[config.mk]
export PLATFORM = sky130hd
export DESIGN_NAME = rational_polynomial_evaluator_core
export DESIGN_NICKNAME = d
export VERILOG_FILES = /design/src/sv/rpe_pkg.sv /design/src/sv/rpe_cfg_regs.sv /design/src/sv/rpe_mul.sv /design/src/sv/rpe_div.sv /design/src/sv/rational_polynomial_evaluator_core.sv
export SDC_FILE = /design/constraint.sdc
export NUM_CORES = 2
export LEC_CHECK = 0
export BUFFER_PORTS_ARGS = -buffer_cell sky130_fd_sc_hd__buf_2
export CAP_MARGIN = 10
export CORE_ASPECT_RATIO = 0.5
export CORE_UTILIZATION = 65
export DETAILED_ROUTE_END_ITERATION = 8
export PLACE_DENSITY = 0.86
export SYNTH_ARGS = -nofsm -noshare
export SYNTH_HDL_FRONTEND = slang
export SYNTH_HIERARCHICAL = 1
export SYNTH_SLANG_ARGS = --single-unit
[constraint.sdc]
create_clock -name clk -period 13.59 [get_ports clk]
set_clock_uncertainty 0.15 [all_clocks]
set_input_delay 1.359 -clock clk [delete_from_list [all_inputs] [get_ports clk]]
set_output_delay 1.359 -clock clk [all_outputs]
set_load 0.005 [all_outputs]
[src/sv/rpe_pkg.sv]
// Shared constants and types of the rational polynomial evaluator.
package rpe_pkg;

  // Fixed-point format: signed words with FRAC_BITS fraction bits
  localparam int WORD      = 32;
  localparam int FRAC_BITS = 16;
  localparam int MAX_TERMS = 3;
  localparam int TERM_W    = 2;
  localparam int IDX_W     = 3;

  // Divider dividend is the numerator scaled up by the fraction bits
  localparam int DVD_W = WORD + FRAC_BITS;
  localparam int CNT_W = $clog2(DVD_W + 1);

  localparam logic [WORD-1:0] ONE_FIX = WORD'(1) << FRAC_BITS;
  localparam logic [WORD-1:0] S_MAX   = {1'b0, {(WORD-1){1'b1}}};
  localparam logic [WORD-1:0] S_MIN   = {1'b1, {(WORD-1){1'b0}}};

  // Term counts at which the linear and quadratic terms are in use
  localparam logic [TERM_W-1:0] TERMS_LIN   = TERM_W'(2);
  localparam logic [TERM_W-1:0] TERMS_QUAD  = TERM_W'(3);
  localparam logic [TERM_W-1:0] TERMS_LIMIT = TERM_W'(MAX_TERMS);

  // Configuration register indexes
  localparam logic [IDX_W-1:0] REG_NUM_TERMS = IDX_W'(0);
  localparam logic [IDX_W-1:0] REG_DEN_TERMS = IDX_W'(1);
  localparam logic [IDX_W-1:0] REG_NUM_COEF0 = IDX_W'(2);
  localparam logic [IDX_W-1:0] REG_NUM_COEF1 = IDX_W'(3);
  localparam logic [IDX_W-1:0] REG_NUM_COEF2 = IDX_W'(4);
  localparam logic [IDX_W-1:0] REG_DEN_COEF0 = IDX_W'(5);
  localparam logic [IDX_W-1:0] REG_DEN_COEF1 = IDX_W'(6);
  localparam logic [IDX_W-1:0] REG_DEN_COEF2 = IDX_W'(7);

  // Register file contents
  typedef struct packed {
    logic [TERM_W-1:0] num_terms;
    logic [TERM_W-1:0] den_terms;
    logic [WORD-1:0]   num_coef0;
    logic [WORD-1:0]   num_coef1;
    logic [WORD-1:0]   num_coef2;
    logic [WORD-1:0]   den_coef0;
    logic [WORD-1:0]   den_coef1;
    logic [WORD-1:0]   den_coef2;
  } cfg_t;

  // Divider request and result
  typedef struct packed {
    logic            start;
    logic [WORD-1:0] num;
    logic [WORD-1:0] den;
  } div_req_t;

  typedef struct packed {
    logic            done;
    logic [WORD-1:0] quo;
    logic            ovf;
  } div_res_t;

endpackage

[src/sv/rpe_cfg_regs.sv]
// Configuration register file of the rational polynomial evaluator.
module rpe_cfg_regs
  import rpe_pkg::*;
(
  input  logic             clk,
  input  logic             rst_n,
  input  logic             cfg_we,
  input  logic [IDX_W-1:0] cfg_index,
  input  logic [WORD-1:0]  cfg_wdata,
  output cfg_t             cfg
);

  cfg_t regs_r;

  // Decode the index; term counts keep their low bits only
  always_ff @(posedge clk) begin
    if (!rst_n) begin
      regs_r.num_terms <= TERM_W'(1);
      regs_r.den_terms <= TERM_W'(0);
      regs_r.num_coef0 <= '0;
      regs_r.num_coef1 <= ONE_FIX;
      regs_r.num_coef2 <= '0;
      regs_r.den_coef0 <= ONE_FIX;
      regs_r.den_coef1 <= '0;
      regs_r.den_coef2 <= '0;
    end else if (cfg_we) begin
      unique case (cfg_index)
        REG_NUM_TERMS: regs_r.num_terms <= cfg_wdata[TERM_W-1:0];
        REG_DEN_TERMS: regs_r.den_terms <= cfg_wdata[TERM_W-1:0];
        REG_NUM_COEF0: regs_r.num_coef0 <= cfg_wdata;
        REG_NUM_COEF1: regs_r.num_coef1 <= cfg_wdata;
        REG_NUM_COEF2: regs_r.num_coef2 <= cfg_wdata;
        REG_DEN_COEF0: regs_r.den_coef0 <= cfg_wdata;
        REG_DEN_COEF1: regs_r.den_coef1 <= cfg_wdata;
        REG_DEN_COEF2: regs_r.den_coef2 <= cfg_wdata;
        default:       regs_r <= regs_r;
      endcase
    end
  end

  assign cfg = regs_r;

endmodule

[src/sv/rpe_mul.sv]
// Shared fixed-point multiplier: registered product, floor shift, saturation.
module rpe_mul
  import rpe_pkg::*;
(
  input  logic            clk,
  input  logic [WORD-1:0] op_a,
  input  logic [WORD-1:0] op_b,
  output logic [WORD-1:0] res,
  output logic            ovf
);

  localparam int PROD_W = 2 * WORD;

  logic signed [PROD_W-1:0] prod_r;
  logic signed [PROD_W-1:0] shifted;
  logic [PROD_W-WORD:0]     hi;

  // Product of the operands issued in the previous cycle
  always_ff @(posedge clk) begin
    prod_r <= PROD_W'($signed(op_a) * $signed(op_b));
  end

  // Arithmetic shift rounds toward minus infinity
  assign shifted = prod_r >>> FRAC_BITS;
  assign hi      = shifted[PROD_W-1:WORD-1];

  // Fits when all bits above the sign position agree
  always_comb begin
    ovf = !((&hi) || !(|hi));
    if (!ovf) begin
      res = shifted[WORD-1:0];
    end else if (shifted[PROD_W-1]) begin
      res = S_MIN;
    end else begin
      res = S_MAX;
    end
  end

endmodule

[src/sv/rpe_div.sv]
// Iterative restoring divider: (num << FRAC_BITS) / den, truncated, saturated.
module rpe_div
  import rpe_pkg::*;
(
  input  logic     clk,
  input  logic     rst_n,
  input  div_req_t req,
  output div_res_t res
);

  typedef enum logic [1:0] {
    D_IDLE,
    D_RUN,
    D_FIN
  } dstate_t;

  localparam logic [DVD_W-1:0] NEG_LIMIT = DVD_W'(S_MIN);
  localparam logic [DVD_W-1:0] POS_LIMIT = DVD_W'(S_MAX);

  dstate_t          state_r;
  logic [CNT_W-1:0] cnt_r;
  logic [DVD_W-1:0] dvd_r;
  logic [WORD-1:0]  rem_r;
  logic [WORD-1:0]  dvs_r;
  logic             neg_r;
  logic             done_r;
  logic [WORD-1:0]  quo_r;
  logic             ovf_r;

  logic [WORD-1:0]  num_mag;
  logic [WORD-1:0]  den_mag;
  logic [WORD:0]    shift_rem;
  logic [WORD+1:0]  diff;
  logic             qbit;
  logic [WORD-1:0]  rem_nxt;

  // Operand magnitudes; the most negative value maps to its unsigned magnitude
  assign num_mag = req.num[WORD-1] ? (~req.num + WORD'(1)) : req.num;
  assign den_mag = req.den[WORD-1] ? (~req.den + WORD'(1)) : req.den;

  // One quotient bit per cycle
  assign shift_rem = {rem_r, dvd_r[DVD_W-1]};
  assign diff      = {1'b0, shift_rem} - {2'b00, dvs_r};
  assign qbit      = !diff[WORD+1];
  assign rem_nxt   = qbit ? diff[WORD-1:0] : shift_rem[WORD-1:0];

  always_ff @(posedge clk) begin
    if (!rst_n) begin
      state_r <= D_IDLE;
      done_r  <= 1'b0;
    end else begin
      done_r <= 1'b0;
      unique case (state_r)
        D_IDLE: begin
          if (req.start) begin
            dvd_r   <= {num_mag, {FRAC_BITS{1'b0}}};
            dvs_r   <= den_mag;
            rem_r   <= '0;
            neg_r   <= req.num[WORD-1] ^ req.den[WORD-1];
            cnt_r   <= CNT_W'(DVD_W - 1);
            state_r <= D_RUN;
          end
        end
        D_RUN: begin
          dvd_r <= {dvd_r[DVD_W-2:0], qbit};
          rem_r <= rem_nxt;
          cnt_r <= cnt_r - CNT_W'(1);
          if (cnt_r == '0) begin
            state_r <= D_FIN;
          end
        end
        D_FIN: begin
          // Apply the sign and saturate the magnitude
          if (neg_r) begin
            ovf_r <= dvd_r > NEG_LIMIT;
            quo_r <= (dvd_r > NEG_LIMIT) ? S_MIN : (~dvd_r[WORD-1:0] + WORD'(1));
          end else begin
            ovf_r <= dvd_r > POS_LIMIT;
            quo_r <= (dvd_r > POS_LIMIT) ? S_MAX : dvd_r[WORD-1:0];
          end
          done_r  <= 1'b1;
          state_r <= D_IDLE;
        end
        default: state_r <= D_IDLE;
      endcase
    end
  end

  assign res.done = done_r;
  assign res.quo  = quo_r;
  assign res.ovf  = ovf_r;

endmodule

[src/sv/rational_polynomial_evaluator_core.sv]
// Top level of the rational polynomial evaluator: sequencer over shared units.
//
// Each request on the in_ stream carries one point x (signed Q16.16). The block
// evaluates N(x) and D(x) from the configured coefficients (ascending powers,
// a side with zero terms is 1.0) and returns N/D in Q16.16 on the out_ stream,
// with overflow and divide_by_zero flags in out_tuser.
// One request is in work at a time; in_tready is high only while idle.
// From accept, each side loads its constant term and then, where in use, adds
// a linear and a quadratic term; then the divider runs, one quotient bit per
// cycle over 48 bits plus sign fix-up and hand-back, unless D(x) is zero;
// last the result is loaded into the output register.
// Every product goes through the one shared 32x32 multiplier.
// A finished result waits in the output register while out_tready is low;
// the next request may be accepted meanwhile, and its result waits in the
// sequencer until the output register is free.
// Configuration writes take effect at once; the user must make them only while idle, as the block does not enforce it.
// Reset (rst_n low, synchronous) restores the register defaults (N = 0,
// D = 1) and empties the block.
module rational_polynomial_evaluator_core
  import rpe_pkg::*;
(
  input  logic             clk,
  input  logic             rst_n,
  // in_tdata: [31:0] point
  input  logic             in_tvalid,
  output logic             in_tready,
  input  logic [WORD-1:0]  in_tdata,
  // out_tdata: [31:0] ratio
  output logic             out_tvalid,
  input  logic             out_tready,
  output logic [WORD-1:0]  out_tdata,
  // out_tuser: [0] overflow, [1] divide_by_zero
  output logic [1:0]       out_tuser,
  input  logic             cfg_we,
  input  logic [IDX_W-1:0] cfg_index,
  input  logic [WORD-1:0]  cfg_wdata
);

  typedef enum logic [3:0] {
    S_IDLE,
    S_SIDE,
    S_LIN,
    S_LIN_ADD,
    S_SQ,
    S_QUAD,
    S_QUAD_W,
    S_QUAD_ADD,
    S_END,
    S_DIV,
    S_DONE
  } state_t;

  cfg_t     cfg;
  div_req_t div_req;
  div_res_t div_res;

  state_t          state_r;
  logic            side_r;
  logic [WORD-1:0] x_r;
  logic [WORD-1:0] acc_r;
  logic [WORD-1:0] term_r;
  logic [WORD-1:0] num_r;
  logic            ovf_r;
  logic            dz_r;
  logic [WORD-1:0] q_r;
  logic            out_valid_r;
  logic [WORD-1:0] out_data_r;
  logic [1:0]      out_user_r;

  logic [TERM_W-1:0] terms_sel;
  logic [TERM_W-1:0] terms_eff;
  logic [WORD-1:0]   c0;
  logic [WORD-1:0]   c1;
  logic [WORD-1:0]   c2;
  logic              use_lin;
  logic              use_quad;
  logic [WORD-1:0]   mul_a;
  logic [WORD-1:0]   mul_b;
  logic [WORD-1:0]   mul_res;
  logic              mul_ovf;
  logic [WORD:0]     sum;
  logic              sum_ovf;
  logic [WORD-1:0]   acc_nxt;
  logic              out_free;

  rpe_cfg_regs u_cfg (
    .clk       (clk),
    .rst_n     (rst_n),
    .cfg_we    (cfg_we),
    .cfg_index (cfg_index),
    .cfg_wdata (cfg_wdata),
    .cfg       (cfg)
  );

  rpe_mul u_mul (
    .clk  (clk),
    .op_a (mul_a),
    .op_b (mul_b),
    .res  (mul_res),
    .ovf  (mul_ovf)
  );

  rpe_div u_div (
    .clk   (clk),
    .rst_n (rst_n),
    .req   (div_req),
    .res   (div_res)
  );

  // Coefficients of the side in work
  assign terms_sel = side_r ? cfg.den_terms : cfg.num_terms;
  assign terms_eff = (terms_sel > TERMS_LIMIT) ? TERMS_LIMIT : terms_sel;
  assign c0        = side_r ? cfg.den_coef0 : cfg.num_coef0;
  assign c1        = side_r ? cfg.den_coef1 : cfg.num_coef1;
  assign c2        = side_r ? cfg.den_coef2 : cfg.num_coef2;
  assign use_lin   = (terms_eff >= TERMS_LIN) && (c1 != '0);
  assign use_quad  = (terms_eff >= TERMS_QUAD) && (c2 != '0);

  // Multiplier operands: x*c1, x*x, then x^2*c2
  always_comb begin
    if (state_r == S_QUAD) begin
      mul_a = term_r;
      mul_b = c2;
    end else if ((state_r == S_SIDE) && use_lin) begin
      mul_a = x_r;
      mul_b = c1;
    end else begin
      mul_a = x_r;
      mul_b = x_r;
    end
  end

  // Saturating accumulate
  assign sum     = {acc_r[WORD-1], acc_r} + {term_r[WORD-1], term_r};
  assign sum_ovf = sum[WORD] != sum[WORD-1];
  assign acc_nxt = !sum_ovf ? sum[WORD-1:0] : (sum[WORD] ? S_MIN : S_MAX);

  // Divider request once the denominator is known and nonzero
  assign div_req.start = (state_r == S_END) && side_r && (acc_r != '0);
  assign div_req.num   = num_r;
  assign div_req.den   = acc_r;

  assign out_free  = !out_valid_r || out_tready;
  assign in_tready = (state_r == S_IDLE);

  // Sequencer and output register
  always_ff @(posedge clk) begin
    if (!rst_n) begin
      state_r     <= S_IDLE;
      out_valid_r <= 1'b0;
    end else begin
      // Load a finished result, else drop the one just taken
      if ((state_r == S_DONE) && out_free) begin
        out_valid_r <= 1'b1;
      end else if (out_tready) begin
        out_valid_r <= 1'b0;
      end
      unique case (state_r)
        S_IDLE: begin
          if (in_tvalid) begin
            x_r     <= in_tdata;
            side_r  <= 1'b0;
            ovf_r   <= 1'b0;
            state_r <= S_SIDE;
          end
        end
        S_SIDE: begin
          acc_r <= (terms_eff == '0) ? ONE_FIX : c0;
          if (use_lin) begin
            state_r <= S_LIN;
          end else if (use_quad) begin
            state_r <= S_SQ;
          end else begin
            state_r <= S_END;
          end
        end
        S_LIN: begin
          term_r  <= mul_res;
          ovf_r   <= ovf_r | mul_ovf;
          state_r <= S_LIN_ADD;
        end
        S_LIN_ADD: begin
          acc_r   <= acc_nxt;
          ovf_r   <= ovf_r | sum_ovf;
          state_r <= use_quad ? S_SQ : S_END;
        end
        S_SQ: begin
          term_r  <= mul_res;
          ovf_r   <= ovf_r | mul_ovf;
          state_r <= S_QUAD;
        end
        S_QUAD: begin
          state_r <= S_QUAD_W;
        end
        S_QUAD_W: begin
          term_r  <= mul_res;
          ovf_r   <= ovf_r | mul_ovf;
          state_r <= S_QUAD_ADD;
        end
        S_QUAD_ADD: begin
          acc_r   <= acc_nxt;
          ovf_r   <= ovf_r | sum_ovf;
          state_r <= S_END;
        end
        S_END: begin
          if (!side_r) begin
            num_r   <= acc_r;
            side_r  <= 1'b1;
            state_r <= S_SIDE;
          end else if (acc_r == '0) begin
            // Zero denominator: saturate toward the numerator's sign
            dz_r    <= 1'b1;
            q_r     <= num_r[WORD-1] ? S_MIN : S_MAX;
            state_r <= S_DONE;
          end else begin
            dz_r    <= 1'b0;
            state_r <= S_DIV;
          end
        end
        S_DIV: begin
          if (div_res.done) begin
            q_r     <= div_res.quo;
            ovf_r   <= ovf_r | div_res.ovf;
            state_r <= S_DONE;
          end
        end
        S_DONE: begin
          if (out_free) begin
            out_data_r <= q_r;
            out_user_r <= {dz_r, ovf_r};
            state_r    <= S_IDLE;
          end
        end
        default: state_r <= S_IDLE;
      endcase
    end
  end

  assign out_tvalid = out_valid_r;
  assign out_tdata  = out_data_r;
  assign out_tuser  = out_user_r;

endmodule
-- Word level (Yosys, flattened, before mapping)
Index checks and enable logic that the tools add are counted.
- $lt $le $gt $ge: 5
- $mul: 1
- mux-type cells: 51
- reduce and logical (&&, ||, !) cells: 53
- equality and inequality tests: 27
- $add $sub $neg: 6
- bitwise gates (word level): 8
- operators by type and width (cell ; count):
    two-way mux 32 bit ; 21
    one-hot mux 32 bit (2 select lines) ; 3
    adder 32 x 1 -> 32 bit (second input constant) ; 3
    NOT 32 bit ; 3
    one-hot mux 48 bit (2 select lines) ; 1
    nonzero test 32 bit ; 3
    multiplier 32 x 32 -> 64 bit ; 1
    greater-than comparator 48 x 31 -> 1 bit (second input constant) ; 1
    greater-than comparator 48 x 32 -> 1 bit (second input constant) ; 1
    two-way mux 48 bit ; 1
    one-hot mux 4 bit (11 select lines) ; 1
    subtractor 33 x 32 -> 34 bit ; 1
    adder 32 x 32 -> 33 bit ; 1
    logical NOT 32 bit ; 1
    two-way mux 31 bit ; 1
    two-way mux 4 bit ; 6
    AND reduction 2 bit ; 12
    AND reduction 3 bit ; 8
    AND reduction 17 bit ; 1
    OR reduction 17 bit ; 1
    equality test 4 x 3 -> 1 bit (second input constant) ; 4
    equality test 3 bit (second input constant) ; 4
    equality test 4 bit (second input constant) ; 3
    one-hot mux 6 bit (2 select lines) ; 1
    34 further kinds ; 68
- bits of input ports: 72
- register bits after elaboration: 617
- output and inout bits: 36

-- Depth between registers and ports, before layout
- depth in word-level cells: 9
- depth in mapped cells: 39

-- Hierarchy
The synthesis kept the hierarchy.
- by module, submodules not included (module ; area each (µm²) ; instances ; cells an instance ; sequential area each (µm²)):
    rpe_mul ; 36844.1 ; 1 ; 3872 ; 960.9
    rational_polynomial_evaluator_core ; 11775.0 ; 1 ; 1020 ; 6015.8
    rpe_div ; 9800.6 ; 1 ; 993 ; 4624.4
    rpe_cfg_regs ; 7206.9 ; 1 ; 680 ; 3923.8

-- Least setup slack after synthesis
No wires, ideal clock.
- path kind: reg2reg
- start point: reg side_r
- end point: reg u_mul.prod_r[62]
- stages on the path, launching flop included: 36
- required time: 13317 ps
- buffers on the path: 3
- arrival: 9298 ps
- setup slack: 4018 ps
- cell sequence: edfxtp_1 nor4_1 nand4_1 nor4_1 a31oi_1 o211ai_1 o21ai_1 and3_1 buf_2 buf_2 mux2i_1 o21ai_0 clkbuf_1 nand2_1 inv_1 fa_1 fa_1 fa_1 fa_1 inv_1 fa_1 inv_1 fa_1 inv_1 fa_1 inv_1 fa_1 ha_1 a21o_1 a21o_1 a21oi_1 a21boi_0 a31oi_2 a211oi_1 o21bai_1 xor2_1
- longest elaborated chain between the ends: 9
- RTL lines (element ; line ; source):
    from (decl) ; rational_polynomial_evaluator_core.sv:58 ; logic side_r;
    from (signal assigned) ; rational_polynomial_evaluator_core.sv:162 ; side_r <= 1'b0;
    from (signal assigned) ; rational_polynomial_evaluator_core.sv:208 ; side_r <= 1'b1;
    two-way mux 2 bit ; rational_polynomial_evaluator_core.sv:111 ; assign terms_sel = side_r ? cfg.den_terms : cfg.num_terms;
    greater-than comparator 2 bit ; rational_polynomial_evaluator_core.sv:112 ; assign terms_eff = (terms_sel > TERMS_LIMIT) ? TERMS_LIMIT : terms_sel;
    two-way mux 2 bit ; rational_polynomial_evaluator_core.sv:112 ;
    greater-or-equal comparator 2 bit ; rational_polynomial_evaluator_core.sv:116 ; assign use_lin = (terms_eff >= TERMS_LIN) && (c1 != '0);
    logical AND 1 bit ; rational_polynomial_evaluator_core.sv:116 ;
    logical AND 1 bit ; rational_polynomial_evaluator_core.sv:124 ; end else if ((state_r == S_SIDE) && use_lin) begin
    two-way mux 32 bit ; rational_polynomial_evaluator_core.sv:124 ;
    two-way mux 32 bit * ; rational_polynomial_evaluator_core.sv:121 ; if (state_r == S_QUAD) begin
    named net mul_b[2] ; rational_polynomial_evaluator_core.sv:78 ; logic [WORD-1:0] mul_b;
    multiplier 32 x 32 -> 64 bit * ; rpe_mul.sv:20 ; prod_r <= PROD_W'($signed(op_a) * $signed(op_b));
    to (signal assigned) ; rpe_mul.sv:20 ;
    to (decl) ; rpe_mul.sv:14 ; logic signed [PROD_W-1:0] prod_r;
The timed path passes the listed nets; every way through them passes the cells marked *.
A chain may end at the register's enable or synchronous reset.

-- Worst setup path in the final report
- start point: reg side_r
- end point: reg u_mul.prod_r[63]
The elaborated chain is that of the path after synthesis.

==> flow_summary_export.csv <==
group,metric,value,unit
logic_synthesis,synthDistinctLibCells,110,
logic_synthesis,synthFlopType,"edfxtp_1",
route,drt-initial-drc-count,4811,
status,violations,"design-rule violations",
clock_tree,clkLatencyLatePin,630,ps
timing,fin_tns_setup,0,ps
route,remaining_drc_errors,2,
worst_setup_path,cp_common_cell,"fa_1",
timing,tightest_slew,1290,ps
clock_tree,cts_tree,"yes",
timing,setup_viol,0,
clock_tree,cts_buffer_depth,3,
global_route,grt_pass1_vias,51100,
clock_tree,clk_pin_slew,60,ps
clock_tree,cts_buffers,56,
run,max_cap_violations,0,
clock_tree,cts_setup_buffers,0,
floorplan,coreArea,98900,um^2
route,via_per_inst,6.11,
global_route,antenna_found_initial,5,
timing,drv_slew,0,
timing,rsz0062_at_grt,"no",
worst_setup_path,critPathMaxFanout,17,
logic_synthesis,synthCells,6565,
clock_tree,cts_resized,0,
global_route,grt_overflow_total,0,
timing,finalHoldViolations,0,
logic_synthesis,synth_edf_count,349,
place,dpl.hpwl,132000,um
hold_path,hold_path.class,"flip-flop to flip-flop",
place,port_buffers,107,
clock_tree,clock-sinks,601,
worst_setup_path,critical-path-top-delay-family,"adder cells",
timing,finalCritPeriodShare,83.7,%
floorplan,rows,81,
route,routedWlPerCell,22.3,um
clock_tree,cts-hold-fix-buffers,0,
worst_setup_path,worstSetupPathType,"flip-flop to flip-flop",
worst_setup_path,start_kind,"flip-flop",
floorplan,die_area,102000,um^2
route,final_antenna_net_count,0,
global_route,grt_first_pass_wirelength,277000,um
timing,maxClockFrequency,0.0879,GHz
logic_synthesis,ys_ff_latch,601,
clock_tree,cts.htree.levels,2,
worst_setup_path,arrival,11780,ps
worst_setup_path,crit_path_max_incr_delay,810,ps
status,status,"complete, but fails checks",
logic_synthesis,synth_area,65600,um^2
route,num_vias,47700,
floorplan,initial_utilization,66.3,%
worst_setup_path,cp.buffers_inverters,8,
floorplan,die_h,227,um
floorplan,die_w,451,um
timing,fin_crit,11380,ps
final_layout,seqCellArea,15500,um^2
final_layout,final_layout_size_suffix_gt1_share,7.82,%
logic_synthesis,synth-seq-area-share,23.7,%
worst_setup_path,required,13990,ps
final_layout,multiInputGateArea,44800,um^2
floorplan,ioPinCount,108,
global_route,track_usage,34.8,%
route,wirelength,174000,um
timing,relSlewSlack,13.8,%
logic_synthesis,synth_nets,7969,
logic_synthesis,syn-mean-instance-area,10.0,um^2
worst_setup_path,critPathCaptureType,"flip-flop",
place,place.gp.congestion,1.00,
logic_synthesis,yosysWarnings,6,
route,dr.pass1.iters,8,
worst_setup_path,critPathSlowestCell,"fa_1",
final_layout,fillCellCount,7034,
clock_tree,cts_root_buffer,"clkbuf_16",
final_layout,layout.nets,7828,
final_layout,synthToLayoutAreaGrowth,4.80,%
logic_synthesis,async_flop_share,0,%
global_route,grt_max_degree,134,
per-stage QoR:
step / util [%] / worst slack [ps] / hold WS [ps] / cell area [um^2] / cells
after floorplan: - / 4020 / 250 / 65600 / 6565
after global placement: 67.6 / 2870 / 251 / 66900 / 7693
after detailed placement: 67.6 / 2370 / 255 / 66900 / 7693
after CTS: 69.5 / 2270 / 267 / 68800 / 7799
after global routing: 69.5 / 1800 / 274 / 68800 / 7800
final: 69.5 / 2210 / 267 / 68800 / 7803
path summary, 6_finish.rpt:
kind              slack, ps                        to  cells after the start              start
setup / recovery       2210  u_mul/prod_r[63]$_DFF_P_                     35   side_r$_DFFE_PP_
hold / removal          270   out_tdata[30]$_DFFE_PP_                      0  q_r[30]$_DFFE_PP_
setup reg to reg       2210  u_mul/prod_r[63]$_DFF_P_                     35   side_r$_DFFE_PP_
hold reg to reg         270   out_tdata[30]$_DFFE_PP_                      0  q_r[30]$_DFFE_PP_
registers in the layout (all words and copies together), names as in the netlist, 2 cells and up:
name	count
acc_r	32
num_r	32
out_tdata	32
out_tuser	2
q_r	32
state_r	4
term_r	32
u_cfg/cfg	196
u_div/cnt_r	6
u_div/dvd_r	48
u_div/dvs_r	32
u_div/quo_r	32
u_div/rem_r	32
u_div/state_r	2
u_mul/prod_r	48
x_r	32
metal layers:
metal / wire [um] / vias to the layer above / GRT usage, %
li1: - / 20600 / -
met4: 8780 / 6 / 16.7
met5: 47 / - / 0
met3: 17700 / 559 / 7.94
met2: 80800 / 2547 / 56.0
met1: 66900 / 24000 / 45.1
synthesized netlist by cell type (all sizes together) (28+ instances only):
library cell	count	area (um^2)
a21oi	200	1080
xnor2	98	858
nor3	51	260
nor2	139	541
xor2	74	648
a21o	101	758
fa	1083	21700
edfxtp	349	10500
clkbuf	286	1070
ha	249	3120
o21ai	195	998
mux2i	254	2560
dfxtp	252	5040
mux2	124	1400
o311ai	28	245
nor4	60	405
inv	1042	3910
nand2	965	3630
buf	81	557
nand4	43	290
and2	527	3300
nand3	46	235
area by class of cell:
type / instances / share of cell area, %
Multi-Input combinational cell: 4554 / 65.1
Sequential cell: 601 / 22.6
Inverter: 1043 / 5.69
Tap cell: 1328 / 2.42
Clock buffer: 76 / 2.37
Timing Repair Buffer: 168 / 1.46
Clock inverter: 30 / 0.329
Antenna cell: 3 / 0.0109
placed cells by master, fill, tap and decap left out, types with 22 or more instances in the layout:
| cell type | instances |
|---|---|
| fa_1 | 1083 |
| inv_1 | 1043 |
| nand2_1 | 963 |
| and2_1 | 525 |
| edfxtp_1 | 349 |
| mux2i_1 | 252 |
| dfxtp_1 | 252 |
| ha_1 | 249 |
| a21oi_1 | 180 |
| o21ai_0 | 143 |
| nor2_1 | 131 |
| mux2_2 | 123 |
| buf_2 | 106 |
| a21o_1 | 101 |
| xnor2_1 | 98 |
| xor2_1 | 74 |
| clkbuf_16 | 60 |
| buf_4 | 60 |
| nor4_1 | 57 |
| nor3_1 | 49 |
| nand3_1 | 45 |
| nand4_1 | 41 |
| o21ai_2 | 29 |
| nand2b_1 | 26 |
| nor2b_1 | 23 |
| o311ai_1 | 22 |
worst reg2reg max path: cells and delay by family, from the launching register on:
| kind | cells | cell delay [ps] |
|---|---|---|
| adder cells (fa/ha/maj) | 9 | 4630 |
| flip-flops | 1 | 420 |
| XOR/XNOR | 1 | 160 |
| buffers and inverters | 8 | 1580 |
| AO/OA/AOI/OAI | 11 | 2660 |
| multiplexers | 1 | 160 |
| AND/OR/NAND/NOR | 5 | 1530 |
cells by family after synthesis:
logic type	count (synthesis)	share of synthesized area [%]
AO/OA/AOI/OAI	702	6.99
XOR/XNOR	172	2.30
adder cells (fa/ha/maj)	1332	37.8
buffers and inverters	1410	8.45
flip-flops	601	23.7
multiplexers	378	6.03
AND/OR/NAND/NOR	1970	14.8
Power is not shown: default switching activity piles up to over one toggle a cycle in this logic, so the estimate is an artifact.
